[config.mk]
export PLATFORM = sky130hd
export DESIGN_NAME = lbrl_divider
export DESIGN_NICKNAME = d
export VERILOG_FILES = /design/src/design/lbrl_pkg.sv /design/src/design/lbrl_divider.sv
export SDC_FILE = /design/constraint.sdc
export NUM_CORES = 1
export LEC_CHECK = 0
export CORE_MARGIN = 2
export CORE_UTILIZATION = 40
export CTS_CLUSTER_DIAMETER = 200
export DETAILED_ROUTE_END_ITERATION = 7
export DONT_BUFFER_PORTS = 1
export SYNTH_ARGS = -nofsm -noshare
export SYNTH_HDL_FRONTEND = slang
export SYNTH_SLANG_ARGS = --single-unit
[constraint.sdc]
create_clock -name clk -period 3.25 [get_ports clk]
set_input_delay 0.8125 -clock clk [delete_from_list [all_inputs] [get_ports clk]]
set_output_delay 0.8125 -clock clk [all_outputs]
set_load 0.01 [all_outputs]
[src/design/lbrl_pkg.sv]
// Package: shared types, codes and defaults of the leaky bucket rate limiter.
`timescale 1ns / 1ps
package lbrl_pkg;

  localparam int BUCKET_COUNT_DEF       = 1024;
  localparam int NUM_ACTIVITY_TYPES_DEF = 4;
  localparam int DATA_W                 = 32;
  localparam int CFG_W                  = 64;
  localparam int CFG_IDX_W              = 3;
  localparam int WORD_W                 = 2 * DATA_W + 1;

  localparam logic [1:0] CMD_CHECK = 2'd0;
  localparam logic [1:0] CMD_QUERY = 2'd1;
  localparam logic [1:0] CMD_CLEAR = 2'd2;

  localparam logic [CFG_IDX_W-1:0] REG_ENABLED    = 3'd0;
  localparam logic [CFG_IDX_W-1:0] REG_MAX_TOKENS = 3'd1;
  localparam logic [CFG_IDX_W-1:0] REG_BLOCK_THR  = 3'd2;
  localparam logic [CFG_IDX_W-1:0] REG_ALERT_THR  = 3'd3;
  localparam logic [CFG_IDX_W-1:0] REG_INTERVAL   = 3'd4;
  localparam logic [CFG_IDX_W-1:0] REG_TOKENS_PI  = 3'd5;
  localparam logic [CFG_IDX_W-1:0] REG_COSTS      = 3'd6;

  typedef struct packed {
    logic [1:0]        cmd;
    logic [9:0]        bucket_index;
    logic [1:0]        activity_type;
    logic [DATA_W-1:0] now;
  } in_t;

  typedef struct packed {
    logic              allowed;
    logic              newly_blocked;
    logic              alert_crossed;
    logic              unblocked;
    logic [DATA_W-1:0] tokens_after;
    logic [DATA_W-1:0] blocked_until;
    logic              found;
  } out_t;

endpackage

[src/design/lbrl_divider.sv]
// Restoring 32-bit unsigned divider, one quotient bit per cycle.
`timescale 1ns / 1ps
module lbrl_divider import lbrl_pkg::*; (
  input  logic              clk,
  input  logic              rst_n,
  input  logic              go,
  input  logic [DATA_W-1:0] dividend,
  input  logic [DATA_W-1:0] divisor,
  output logic              done,
  output logic [DATA_W-1:0] quotient
);

  localparam int CNT_W = $clog2(DATA_W + 1);

  logic              run_r;
  logic [CNT_W-1:0]  cnt_r;
  logic [DATA_W:0]   rem_r;
  logic [DATA_W-1:0] quo_r;
  logic [DATA_W-1:0] dsr_r;
  logic              done_r;
  logic [DATA_W:0]   rem_sh;
  logic              fits;

  // divisor of zero: every step fits, quotient all ones
  assign rem_sh = {rem_r[DATA_W-1:0], quo_r[DATA_W-1]};
  assign fits   = rem_sh >= {1'b0, dsr_r};

  always_ff @(posedge clk) begin
    if (!rst_n) begin
      run_r  <= 1'b0;
      done_r <= 1'b0;
      cnt_r  <= '0;
    end else begin
      done_r <= 1'b0;
      if (go) begin
        run_r <= 1'b1;
        cnt_r <= CNT_W'(DATA_W);
        rem_r <= '0;
        quo_r <= dividend;
        dsr_r <= divisor;
      end else if (run_r) begin
        rem_r <= fits ? rem_sh - {1'b0, dsr_r} : rem_sh;
        quo_r <= {quo_r[DATA_W-2:0], fits};
        cnt_r <= cnt_r - 1'b1;
        if (cnt_r == CNT_W'(1)) begin
          run_r  <= 1'b0;
          done_r <= 1'b1;
        end
      end
    end
  end

  assign done     = done_r;
  assign quotient = quo_r;

endmodule

==> flow_summary.yaml <==
run_status:
  status: "finished clean"
timing:
  final_period_minus_worst_setup_slack_ns: 3.12
  setup_total_negative_slack_ns: 0
  timing.final.crit_share_pct: 95.9
  setup_viol: 0
  worst_pin_slew_ns: 0.755
  grt_setup_unrepaired: "yes"
  final_layout_worst_hold_slack_ns: 0.520
  final.setup_skew_ns: 0.0119
  timing.final.max_slew_violations: 0
  slew_headroom_pct: 49.7
  fmax_mhz: 321
  finalHoldViolCount: 0
detailed_routing:
  drc: 0
  post_drt_via_cell_ratio: 5.44
  drt_iter0_drc: 251
  wl_um: 12900
  drtPass1Iterations: 4
  drt_wl_cell_um: 17.5
  detail_route_antenna_nets: 0
  route.vias.total: 4023
global_routing:
  antenna_found_initial: 0
  number_of_global_route_vias_before_repair: 4226
  grt_util_all_layers_pct: 16.6
  globalRoute.totalOverflow: 0
  grt_pass1_wl_um: 21100
  pin_count_of_the_biggest_net_entering_global_routing: 72
worst_setup_path:
  cp_slowest_stage_delay_ns: 0.48
  timing.reg2reg.worst_path_depth: 12
  startpoint_type: "flop"
  path_class: "flop to flop"
  critical_path.cell_chain: "inv_1 > ha_1 > fa_2 > nand2b_4 > a21o_1 > a32oi_2 > a31oi_4 > o31ai_4 > a21oi_2 > or4b_1 > a31o_1 > a21oi_1"
  setup.reg_to_reg.worst_slack_ns: 0.13
  rr_startpoint: "quotient[31]"
  regToRegEndpoint: "rem_r[30]"
  crit_path_end_kind: "flop"
  timing.critical_path.arrival_ns: 3.34
  worst-endpoint-required_ns: 3.47
  crit_fanout: 3
  crit_path_top_delay_cell: "or4b_1"
final_layout:
  fillerInstances: 1393
  ratio_of_cells_with_drive_above_1_in_the_final_layout_pct: 15.3
  antenna-diode-count: 0
  area_growth_syn_to_layout_pct: 11.2
  final-instance-count-excl-fill: 740
  final_util_pct: 45.6
  final_stage_net_count: 653
pwr:
  p_switching_mw: 1.18
  seq_power_share_pct: 44.0
  power.internal_mw: 2.64
  leakage_nw: 2.57
  vdd_drop_max_mv: 0.343
  pwr_density_cell_mw_per_mm2: 577
  power_mw: 3.82
  combinational_group_share_of_total_power_pct: 25.0
  pwr-share-clk_pct: 31.0
  netSwitchingFraction_pct: 30.9
synthesis:
  ys_top_cells_by_area: "edfxtp_1 (48%), ha_1 (7.1%), mux2_2 (5.9%)"
  synthDominantCellAreaShare_pct: 48.4
  cells_after_synthesis: 544
  cell_with_the_most_instances_after_synthesis: "edfxtp_1"
  synth_cell_type_count: 58
  synth_warn: 0
  synth_seq_area_share_pct: 51.1
  asyncSetResetFlopFracSynth_pct: 0
  mean_cell_area_of_the_mapped_netlist_um2: 10.9
  synth-edff-count: 96
  postSynthNetCount: 646
  netlist_area_mm2: 0.00596
  leading_cell_types_by_count_after_synthesis: "edfxtp_1 (96), nand2_1 (60), a21oi_1 (52)"
  ys_seq_elements: 104
  synth_top_area_cell: "edfxtp_1"
  ys_dominant_reg_cell: "edfxtp_1"
floorplan:
  floorplan.initialDensity_pct: 41.0
  site_rows: 44
  floorplan.core_area_mm2: 0.0145
  die_height_um: 126
  dieArea_mm2: 0.0159
  die_w_um: 126
  ioPinCount: 100
placed_design:
  globalplace.congestion: 0.876
  placement.io_buffers: 0
  place.detailed.instances: 722
  detailed_place_hpwl_um: 9040
cts:
  cts.clk_slew.worst_paths_ns: 0.08
  worst_skew_pair.late_latency_ns: 0.37
  cts_max_level: 3
  post_cts_hold_buffer_count: 0
  cts.path.max_buffers: 2
  cts_root_buf: "clkbuf_16"
  tritoncts: "done"
  number_of_clock_sinks: 104
  number_of_buffers_added_by_the_clock_tree_synthesis_step: 9
hold_path:
  whs_path_depth: 2
  worstHoldEndpoint: "cnt_r[1]"
  worstHoldStart: "cnt_r[1]"
  worst_hold_check_path_type: "flop to flop"
run:
  maxCapViolations: 0
worst max-delay path by stage:
stage,start,end,slack [ns],cells after the start
final,quotient[31],rem_r[30],0.13,12
after global placement,rem_r[8],rem_r[1],0.20,10
after CTS,quotient[31],rem_r[30],0.09,13
after global routing,rem_r[8],rem_r[16],-0.01,10
after floorplan,quotient[31],rem_r[30],0.19,12
after detailed placement,quotient[31],rem_r[30],0.15,13
logic make-up after synthesis:
logic type,Yosys count,synth area share [%]
AND/OR/NAND/NOR,144,11.3
AO/OA/AOI/OAI,134,15.5
flip-flops,104,51.1
buffers and inverters,68,4.62
adder cells (fa/ha/maj),35,7.48
multiplexers,32,6.03
XOR/XNOR,27,3.97
metrics by stage:
step           worst slack (ns)  cell area (um2)
2_1_floorplan             0.191             5960
3_3_place_gp              0.196             6230
3_5_place_dp              0.154             6230
4_1_cts                  0.0906             6550
5_1_grt                 -0.0124             6630
6_report                  0.134             6630
repair_timing:
item,in CTS,in global routing
setup endpoints to repair,0,7
buffers inserted,0,2
gates resized for setup,0,11
hold endpoints to repair,0,0
worst max-delay path, delay by kind of cell, from the launching register on:
kind                     cells  cell delay [ns]
AO/OA/AOI/OAI                7             1.36
adder cells (fa/ha/maj)      2             0.57
buffers and inverters        1             0.05
flip-flops                   1             0.35
AND/OR/NAND/NOR              2             0.64
area by class of cell:
class                           count  area (um2)  area share (%)
Clock buffer                        9         225            3.40
Clock inverter                      7        97.6            1.47
Inverter                           49         184            2.78
Multi-Input combinational cell    372        2700            40.7
Sequential cell                   104        3040            45.9
Tap cell                          184         230            3.47
Timing Repair Buffer               15         150            2.27
power groups by stage:
| stage | registers [mW] | logic, mW | clock network [mW] |
|---|---|---|---|
| 6_report | 1.68 | 0.956 | 1.18 |
| 3_5_place_dp | 1.71 | 0.918 | 0 |
| 2_1_floorplan | 1.69 | 0.727 | 0 |
| 4_1_cts | 1.68 | 0.923 | 1.23 |
| 5_1_grt | 1.69 | 1.06 | 1.27 |
| 3_3_place_gp | 1.71 | 0.909 | 0 |
layer usage:
layer  up-vias  wire length, um  track usage (%)
met5         -                0                0
met4         0              170             5.30
met3        11              940             6.03
met2       135             6180             27.1
met1      1883             5640             20.7
li1       1994                -                -
flip-flops by register name, indices dropped and copies added, names as in the netlist:
signal / cells
dsr_r: 32
rem_r: 32
run_r: 1
quotient: 32
cnt_r: 6
done: 1
cells in the final DEF, fill, tap and decap left out, drive strengths merged, types with 2 or more instances in the layout:
master and n:
o21ai 19, a211oi 7, and2 2, or3 3
o41ai 3, a21o 12, a31oi 12, nor2b 2
a21boi 2, a31o 2, mux2 31, nor2 35
or2 2, o21bai 3, clkinv 2, dfxtp 8
nand2 61, nand4 5, buf 15, edfxtp 96
ha 34, xor2 7, nor3 6, nand3 9
clkbuf 9, o31ai 3, inv 53, a21oi 54
xnor2 20, nor4 3, a311oi 2, o21a 5
nand3b 5, o211ai 3, nand2b 8
Note: power is estimated with default switching activity, not from simulation.
