<file path="src/design/lbrl_ram.sv">
// Generic single-port-write, single-port-read RAM with registered read.
`timescale 1ns / 1ps
module lbrl_ram #(
  parameter int WIDTH = 8,
  parameter int DEPTH = 16
) (
  input  logic                     clk,
  input  logic                     we,
  input  logic [$clog2(DEPTH)-1:0] waddr,
  input  logic [WIDTH-1:0]         wdata,
  input  logic [$clog2(DEPTH)-1:0] raddr,
  output logic [WIDTH-1:0]         rdata
);

  logic [WIDTH-1:0] mem [DEPTH];

  always_ff @(posedge clk) begin
    if (we) begin
      mem[waddr] <= wdata;
    end
    rdata <= mem[raddr];
  end

endmodule

</file>
<file path="config.mk">
export PLATFORM = sky130hd
export DESIGN_NAME = lbrl_ram
export DESIGN_NICKNAME = d
export VERILOG_FILES = /design/src/design/lbrl_ram.sv
export SDC_FILE = /design/constraint.sdc
export NUM_CORES = 1
export LEC_CHECK = 0
export BUFFER_PORTS_ARGS = -buffer_cell sky130_fd_sc_hd__buf_4
export CORE_MARGIN = 3
export CORE_UTILIZATION = 60
export DETAILED_ROUTE_END_ITERATION = 6
export PLACE_DENSITY = 0.78
export SYNTH_ARGS = -nofsm -noshare
export SYNTH_HDL_FRONTEND = slang
export SYNTH_SLANG_ARGS = --single-unit
</file>
<file path="constraint.sdc">
create_clock -name clk -period 2.9 [get_ports clk]
set_input_delay 0.58 -clock clk [delete_from_list [all_inputs] [get_ports clk]]
set_output_delay 0.58 -clock clk [all_outputs]
set_load 0.05 [all_outputs]
</file>
==> summary.txt, run 1 <==
Run status
  • Status: complete, no violations

Synth
  • Yosys reg bits: 136
  • Post-synth cell types: 19
  • Synthesized area: 5150 um2
  • Synth Instances: 229
  • Post-Syn Area per Cell: 22.5 um2
  • Synth warn: 0
  • Sequential area share after synthesis: 77.8%
  • Syn nets: 247

Critical path
  • CP Capture Type: flop
  • Reg2reg start: mem[1][1]$_DFFE_PP_
  • R2R depth: 3
  • CP endpoint: mem[3][4]$_DFFE_PP_
  • Crit path launch type: input port
  • Crit. Startpoint: waddr[2]
  • Max stage delay on crit path: 620 ps
  • WP data required: 3050 ps
  • Reg-to-Reg End: rdata[1]$_DFF_P_
  • Flop2flop setup slack: 1470 ps
  • Sequence of cells on the critical path: buf_4 > or3b_2 > nor2_1
  • Slowest CP cell: nor2_1
  • Crit path kind: input port to flop
  • Critical path peak fanout: 8
  • CP Data Arrival Time: 1830 ps

Pwr
  • Switching share of power: 20.5%
  • PwrDens: 738 nW/um2
  • Comb pwr share: 5.7%
  • Pleak: 2.07 nW
  • Int Pwr: 3.56 mW
  • Seq pwr share: 49.4%
  • Clock Power Share: 44.9%
  • Worst IR Drop VDD: 0.433 mV
  • Sw Pwr: 0.916 mW

Global routing
  • Vias in the first global route: 2512
  • Largest net degree at the start of global routing: 33
  • First-pass GRT wire length: 14700 um
  • Gr ovfl total: 0
  • Initial antenna violation count: 0
  • GR Util All Layers: 21.9%

Placed design
  • Port Buffer Count: 25
  • # placed instances: 364
  • Hpwl dp: 5760 um
  • Routability Congestion: 0.813

CTS
  • Post-CTS setup buffer count: 0
  • Hold Buf Count CTS: 0
  • Clock root buffer: clkbuf_8
  • CTS tree: built
  • Clock-pin slew on the worst setup and hold paths: 60 ps
  • Clk_lat worst skew: 520 ps
  • Total CTS buffers: 17
  • Post_cts resized: 0
  • Max clock buf depth: 2
  • H-tree depth: 4
  • Sink Count: 136

Die
  • Boundary pin count: 26
  • Die Height: 98.6 um
  • Die Wd: 98.6 um
  • Initial core utilization: 62.3%
  • CORE AREA: 8260 um2
  • Core Rows: 33
  • DIE AREA: 9730 um2

Drt
  • Drt first pass iters: 4
  • DRT iter0 DRCs: 209
  • Via density: 6.28
  • Routed len/inst: 24.5 um
  • Detail Route Antenna Nets: 0
  • Drt drc: 0
  • Routed WL: 9690 um
  • Via count: 2485

Finish
  • Fin nets: 296
  • Synth-to-Final Area Change: 17.8%
  • Core Util, Final: 73.4%
  • Layout cells sized above 1: 29.9%
  • Final Non-Filler Cells: 396
  • Most frequent cells in the layout: edfxtp_1, buf_4, mux4_2, a22oi_1, clkbuf_16
  • # diodes: 0
  • Most common cell after layout, fill and taps aside: edfxtp_1

STA
  • Tmin final: 1680 ps
  • Worst-margin pin slew: 783 ps
  • FMAX: 0.594 GHz
  • Fin Setup TNS: 0 ps
  • RSZ-0062 raised after global routing: no
  • Clock skew: 5.03 ps
  • Final hold violation count: 0
  • Relative slew slack: 47.6%
  • Setup-failing EPs final: 0
  • Tcrit/Tclk final: 58.1%
  • Max Slew Vio Count: 0

Min path
  • Hold path depth: 1
  • Min-Delay Path Class: input port to flop

Flow run
  • Max_cap viols: 0
[worst max-delay path, delay by kind of cell]
family,cells,cell delay [ps]
buf+inv,1,120
simple gates,2,1130
[how the worst min path moves through the flow]
stage,slack [ps],from,to
global placement,650,mem[11][3]$_DFFE_PP_,rdata[3]$_DFF_P_
CTS,350,wdata[4],mem[6][4]$_DFFE_PP_
floorplan,630,mem[7][0]$_DFFE_PP_,rdata[0]$_DFF_P_
detailed placement,660,mem[11][1]$_DFFE_PP_,rdata[1]$_DFF_P_
finish,370,wdata[6],mem[6][6]$_DFFE_PP_
global route,370,wdata[3],mem[6][3]$_DFFE_PP_
[metrics by stage]
stage                     hold WS [ps]  worst slack [ps]  total power, mW  area, um2
after global placement             650               701             2.50       5510
after detailed placement           663               685             2.51       5510
after global routing               367              1160             4.60       6060
after floorplan                    629               827             2.41       5150
final                              369              1220             4.47       6060
after CTS                          354              1220             4.50       6060
[sequential cells by signal, indices dropped and copies added (netlist names)]
register / cells
rdata: 8
mem: 128
[layer usage]
layer	vias up	routed length (um)	track usage, %
met5	-	0	0
met4	0	224	9.66
met3	23	825	6.58
met2	128	4750	32.6
met1	1261	3890	30.8
li1	1073	-	-
[layout make-up]
type	count	area (um2)
Sequential cell	136	4000
Tap cell	105	131
Timing Repair Buffer	40	313
Multi-Input combinational cell	83	1060
Fill cell	487	2200
Clock inverter	9	100
Clock buffer	23	457
[power groups by stage]
stage	Combinational [mW]	Clock, mW	Sequential (mW)
floorplan	0.112	0	2.29
global placement	0.251	0	2.25
detailed placement	0.256	0	2.25
CTS	0.259	2.03	2.21
global route	0.275	2.12	2.21
finish	0.256	2.01	2.21
[cell families (layout without fill, tap and decap cells)]
group | after synthesis | in the layout | synth area share (%)
AND/OR/NAND/NOR | 35 | 35 | 3.18
buffers and inverters | 10 | 72 | 1.68
AO/OA/AOI/OAI | 16 | 16 | 2.33
multiplexers | 32 | 32 | 15.0
flip-flops | 136 | 136 | 77.8
[synth_stat cells (all sizes together)]
cell type | number | area share [%]
nand3 | 1 | 0.097
buf | 7 | 1.1
nand3b | 2 | 0.29
or3b | 1 | 0.17
nand2 | 9 | 0.66
nor2b | 1 | 0.12
clkdlybuf4s25 | 3 | 0.58
nor3 | 4 | 0.39
edfxtp | 128 | 75
nand2b | 2 | 0.24
a22oi | 16 | 2.3
mux4 | 32 | 15
nor2 | 13 | 0.95
dfxtp | 8 | 3.1
and2 | 1 | 0.12
and2b | 1 | 0.15
(Power assumes the default switching activity.)
==> inputs of run 2 (changes only) <==
Settings changed: ABC_AREA set to 1, CORE_UTILIZATION 60 to 55, PLACE_DENSITY 0.78 to 0.75.
Clock period 2.9 ns to 1.35 ns, I/O delays scaled along.
==> run 2 against run 1 <==
Effect of this change:
- clock skew rose by 1.6 ps
- final area is 12% higher
- register-to-register slack lost 1200 ps
- wire length grew 34%
- cell count increased by 87%
- die area rose by 21%
- hold slack worse by 280 ps
- critical path type is now flop to output port
==> summary.txt, run 2 <==
Run status
  • Status: complete, no violations

Critical path
  • Reg-to-Reg End: rdata[4]$_DFF_P_
  • Sequence of cells on the critical path: buf_4
  • CP top delay family: flip-flops
  • CP Capture Type: output port
  • CP endpoint: rdata[0]
  • Crit. Startpoint: rdata[0]$_DFF_P_
  • R2R depth: 6
  • WP data required: 1080 ps
  • Crit path depth: 1
  • CP Data Arrival Time: 1050 ps
  • Crit path launch type: flop
  • Crit path kind: flop to output port
  • WP buf/inv: 1
  • Reg2reg start: mem[5][4]$_DFFE_PP_
  • Critical path peak fanout: 1
  • Slowest CP cell: dfxtp_1
  • Flop2flop setup slack: 260 ps
  • Max stage delay on crit path: 330 ps

Die
  • DIE AREA: 11700 um2
  • Boundary pin count: 26
  • Die Wd: 108 um
  • CORE AREA: 10000 um2
  • Initial core utilization: 57.7%
  • Die Height: 108 um
  • Core Rows: 36

STA
  • FMAX: 0.757 GHz
  • Max Slew Vio Count: 0
  • Setup-failing EPs final: 0
  • Final hold violation count: 0
  • Tmin final: 1320 ps
  • Fin Setup TNS: 0 ps
  • Relative slew slack: 80.5%
  • Clock skew: 6.66 ps
  • Setup WS post-layout: 29.6 ps
  • RSZ-0062 raised after global routing: no
  • Worst-margin pin slew: 293 ps
  • Tcrit/Tclk final: 97.8%

CTS
  • CTS tree: built
  • Post-CTS setup buffer count: 0
  • Clk_lat worst skew: 520 ps
  • H-tree depth: 4
  • Hold Buf Count CTS: 0
  • Clock-pin slew on the worst setup and hold paths: 60 ps
  • Sink Count: 136
  • Clock root buffer: clkbuf_8
  • Max clock buf depth: 2
  • Post_cts resized: 0
  • Total CTS buffers: 17

Synth
  • Sequential area share after synthesis: 69.4%
  • Ys flop type: edfxtp_1
  • Syn nets: 569
  • Synthesized area: 5770 um2
  • Synth Instances: 551
  • EDFF count, synth: 128
  • Post-synth cell types: 12
  • Synth cell count leaders: nand2_1, edfxtp_1, inv_1
  • Post-Syn Area per Cell: 10.5 um2
  • Yosys reg bits: 136
  • Synth warn: 0
  • Most frequent cell after synthesis: nand2_1
  • Ranking of synthesized cells by area: edfxtp_1, nand2_1, nand3_1
  • Synth area leader: edfxtp_1
  • Fraction of registers with async set/reset: 0%
  • Top-area cell type share of the netlist area: 66.7%

Global routing
  • Gr ovfl total: 0
  • GR Util All Layers: 23.8%
  • Met2 Usage GRT: 39.5%
  • Vias in the first global route: 3952
  • Gr busiest metal: met2
  • Met3 GRT Util: 6.39%
  • Largest net degree at the start of global routing: 34
  • Initial antenna violation count: 0
  • First-pass GRT wire length: 20300 um
  • Met1 Use GR: 29.3%

Drt
  • Routed len/inst: 17.5 um
  • Routed WL: 13000 um
  • Via count: 3949
  • DRT iter0 DRCs: 338
  • Via density: 5.32
  • Detail Route Antenna Nets: 0
  • Drt drc: 0
  • Drt first pass iters: 5

Placed design
  • Port Buffer Count: 25
  • Dpl ws: 14.1 ps
  • # placed instances: 710
  • Placed instance area: 6200 um2
  • Hpwl dp: 7740 um
  • Routability Congestion: 0.926

Finish
  • Final Non-Filler Cells: 742
  • Most frequent cells in the layout: nand2_1, edfxtp_1, inv_1, nand3_1, buf_4
  • Fill count: 741
  • # diodes: 0
  • Synth-to-Final Area Change: 18.1%
  • Fin nets: 614
  • Design area: 6810 um2
  • Largest register FFs: 128
  • Layout cells sized above 1: 13.5%
  • Most common cell after layout, fill and taps aside: nand2_1
  • Largest reg by FF count: mem
  • Top flop regs: mem: 128 flops, rdata: 8 flops

Pwr
  • Pleak: 2.98 nW
  • Worst IR Drop VDD: 0.929 mV
  • PwrDens: 1490 nW/um2
  • Int Pwr: 7.94 mW
  • Seq pwr share: 46.8%
  • Sw Pwr: 2.22 mW
  • Total Power: 10.2 mW
  • Comb pwr share: 7.2%
  • Clock Power Share: 46.0%
  • Switching share of power: 21.8%

Min path
  • Min-Delay Path Class: input port to flop

Flow run
  • Max_cap viols: 0
run 2: changes by cell type in the layout (fill, tap and decap cells not counted), sizes merged, moves of 10 or more:
| cell | delta |
|---|---|
| inv | +103 |
| nand3 | +96 |
| mux4 | -32 |
| a22oi | -16 |
| buf | +10 |
| nand2 | +164 |
run 2: layout make-up:
| type | count | area [um2] | area share [%] |
|---|---|---|---|
| Clock buffer | 19 | 422 | 6.19 |
| Clock inverter | 13 | 178 | 2.61 |
| Inverter | 102 | 383 | 5.62 |
| Multi-Input combinational cell | 289 | 1210 | 17.8 |
| Sequential cell | 136 | 4010 | 58.8 |
| Tap cell | 133 | 166 | 2.44 |
| Timing Repair Buffer | 50 | 442 | 6.49 |
run 2: layer usage:
| layer | wire, um | share of wire (%) |
|---|---|---|
| met1 | 5030 | 39 |
| met2 | 6540 | 50 |
| met3 | 997 | 7.7 |
| met4 | 407 | 3.1 |
| met5 | 0 | 0 |
run 2: worst min path at each step:
stage / from / end / slack [ps] / cells after the start
5_1_grt: wdata[3] / mem[1][3]$_DFFE_PP_ / 80 / 1
6_report: raddr[3] / rdata[6]$_DFF_P_ / 90 / 3
4_1_cts: raddr[3] / rdata[6]$_DFF_P_ / 70 / 3
3_3_place_gp: raddr[3] / rdata[4]$_DFF_P_ / 590 / 3
2_1_floorplan: wdata[0] / mem[0][0]$_DFFE_PP_ / 370 / 0
3_5_place_dp: raddr[3] / rdata[6]$_DFF_P_ / 610 / 3
run 2: power groups by stage:
stage / logic, mW / registers [mW] / clock network, mW
after floorplan: 0.333 / 4.93 / 0
after global placement: 0.696 / 4.83 / 0
after detailed placement: 0.716 / 4.84 / 0
after CTS: 0.728 / 4.75 / 4.70
after global routing: 0.790 / 4.76 / 4.92
final: 0.730 / 4.75 / 4.67
run 2: logic make-up (layout without fill, tap and decap cells):
logic type             after synthesis  in the layout  share of synthesized area [%]
and+or+nand+nor                    289            289                           21.0
buffers and inverters              126            184                           9.52
DFF                                136            136                           69.4
run 2: per-stage QoR:
step                utilization, %  hold slack, ps
detailed placement            62.0             606
global route                  68.1            79.4
CTS                           68.0            73.2
global placement              62.0             594
floorplan                        -             369
finish                        68.1            91.1
==> inputs of run 3 (changes only) <==
Settings changed: ABC_CLOCK_PERIOD_IN_PS set to 1700, CORE_UTILIZATION 55 to 60, PLACE_DENSITY 0.75 to 0.78.
Clock period 1.35 ns to 1.7 ns, I/O delays scaled along.
==> run 3 against run 2 <==
Effect of this change:
- hold slack gained 61 ps
- clock power shrank 20%
- die area decreased by 7.9%
- sequential share of layout area rose by 0.59 points
- clock-buffer cell count unchanged
- first-iteration DRC count rose by 9.2%
- global-route usage rose by 0.87 points
- final area down 1.0%
- total power down 21%
- cell count is 1.2% lower
- setup slack improved by 240 ps
- critical path type unchanged
==> summary.txt, run 3 (synthesis results as in run 2) <==
Run status
  • Status: complete, no violations

Pwr
  • Worst IR Drop VDD: 0.806 mV
  • Pleak: 2.95 nW
  • PwrDens: 1190 nW/um2

CTS
  • Hold Buf Count CTS: 0
  • Sink Count: 136
  • H-tree depth: 4
  • Total CTS buffers: 17
  • Post_cts resized: 0
  • Clock root buffer: clkbuf_8
  • Max clock buf depth: 2
  • Post-CTS setup buffer count: 0
  • Clk_lat worst skew: 510 ps
  • CTS tree: built
  • Clock-pin slew on the worst setup and hold paths: 60 ps

Placed design
  • Port Buffer Count: 25
  • Hpwl dp: 7570 um
  • Dpl ws: 100 ps
  • # placed instances: 702
  • Routability Congestion: 0.852

STA
  • RSZ-0062 raised after global routing: no
  • Relative slew slack: 61.3%
  • Tcrit/Tclk final: 84.3%
  • FMAX: 0.698 GHz
  • Fin Setup TNS: 0 ps
  • Max Slew Vio Count: 0
  • Setup WS post-layout: 267 ps
  • Setup-failing EPs final: 0
  • Final hold violation count: 0
  • Worst-margin pin slew: 579 ps
  • Clock skew: 6.45 ps
  • Tmin final: 1430 ps

Die
  • DIE AREA: 10800 um2
  • Boundary pin count: 26
  • CORE AREA: 9280 um2
  • Die Height: 104 um
  • Core Rows: 35
  • Initial core utilization: 62.1%
  • Die Wd: 104 um

Min path
  • Min-Delay Path Class: input port to flop
  • Hold path depth: 1

Finish
  • # diodes: 0
  • Synth-to-Final Area Change: 16.9%
  • Final Non-Filler Cells: 733
  • Top flop regs: mem: 128 flops, rdata: 8 flops
  • Largest register FFs: 128
  • Most frequent cells in the layout: nand2_1, edfxtp_1, inv_1, nand3_1, buf_4
  • Most common cell after layout, fill and taps aside: nand2_1
  • Layout cells sized above 1: 12.7%
  • Largest reg by FF count: mem
  • Fin nets: 610

Global routing
  • Met3 GRT Util: 6.58%
  • Vias in the first global route: 3858
  • Initial antenna violation count: 0
  • Met2 Usage GRT: 39.7%
  • Met1 Use GR: 31.0%
  • GR Util All Layers: 24.6%
  • Largest net degree at the start of global routing: 65
  • First-pass GRT wire length: 20100 um
  • Gr busiest metal: met2
  • Gr ovfl total: 0

Critical path
  • Max stage delay on crit path: 370 ps
  • Crit path kind: flop to output port
  • WP data required: 1360 ps
  • WP buf/inv: 1
  • Critical path peak fanout: 1
  • Slowest CP cell: dfxtp_1
  • CP Data Arrival Time: 1090 ps
  • CP top delay family: flip-flops
  • CP Capture Type: output port
  • Sequence of cells on the critical path: buf_4
  • Crit path depth: 1
  • Crit path launch type: flop
  • R2R depth: 6

Drt
  • Detail Route Antenna Nets: 0
  • Drt first pass iters: 5
  • Drt drc: 0
  • DRT iter0 DRCs: 369
  • Routed WL: 12700 um
  • Routed len/inst: 17.3 um
  • Via count: 3940
  • Via density: 5.38

Flow run
  • Max_cap viols: 0
==> run 3: per-layer routing <==
layer / part of all wire, % / vias to the layer above
met2: 49 / 209
met4: 4.0 / 0
met1: 39 / 1846
li1: - / 1849
met5: 0 / -
met3: 8.3 / 36
==> run 3: final timing paths <==
check	from	end	slack, ps
worst max-delay path	rdata[3]$_DFF_P_	rdata[3]	270
worst min-delay path	wdata[4]	mem[4][4]$_DFFE_PP_	150
worst min register to register	mem[12][5]$_DFFE_PP_	rdata[5]$_DFF_P_	670
worst max register to register	mem[3][0]$_DFFE_PP_	rdata[0]$_DFF_P_	650
==> run 3: power breakdown <==
group          switching, mW  total [mW]  leakage [nW]  internal (mW)
clock                   1.31        3.72         0.292           2.41
combinational          0.396       0.557          1.43          0.162
sequential            0.0247        3.77          1.22           3.75
==> run 3: area by class of cell <==
class | instances | area [um2]
sequential | 136 | 4000
clock buffer | 19 | 432
clock inverter | 12 | 175
multi-input combinational | 289 | 1210
tap | 129 | 161
timing repair buffer | 46 | 370
inverter | 102 | 383
fill | 608 | 2540
==> run 3: through the flow <==
step	utilization (%)	total power [mW]	instance area, um2	hold WS (ps)
after floorplan	-	4.18	5770	439
after detailed placement	66.1	4.39	6130	657
final	72.6	8.05	6740	152
after global placement	66.1	4.37	6130	645
after global routing	72.6	8.30	6740	153
after CTS	72.6	8.08	6740	148
==> run 3: worst reg2reg max path, cell delays in order (launching register included) <==
cell and delay [ps]:
edfxtp_1 360, nand2_1 80, nand2_1 60, nand2_1 60, nand3_1 130, nand3_1 170, nand2_1 80
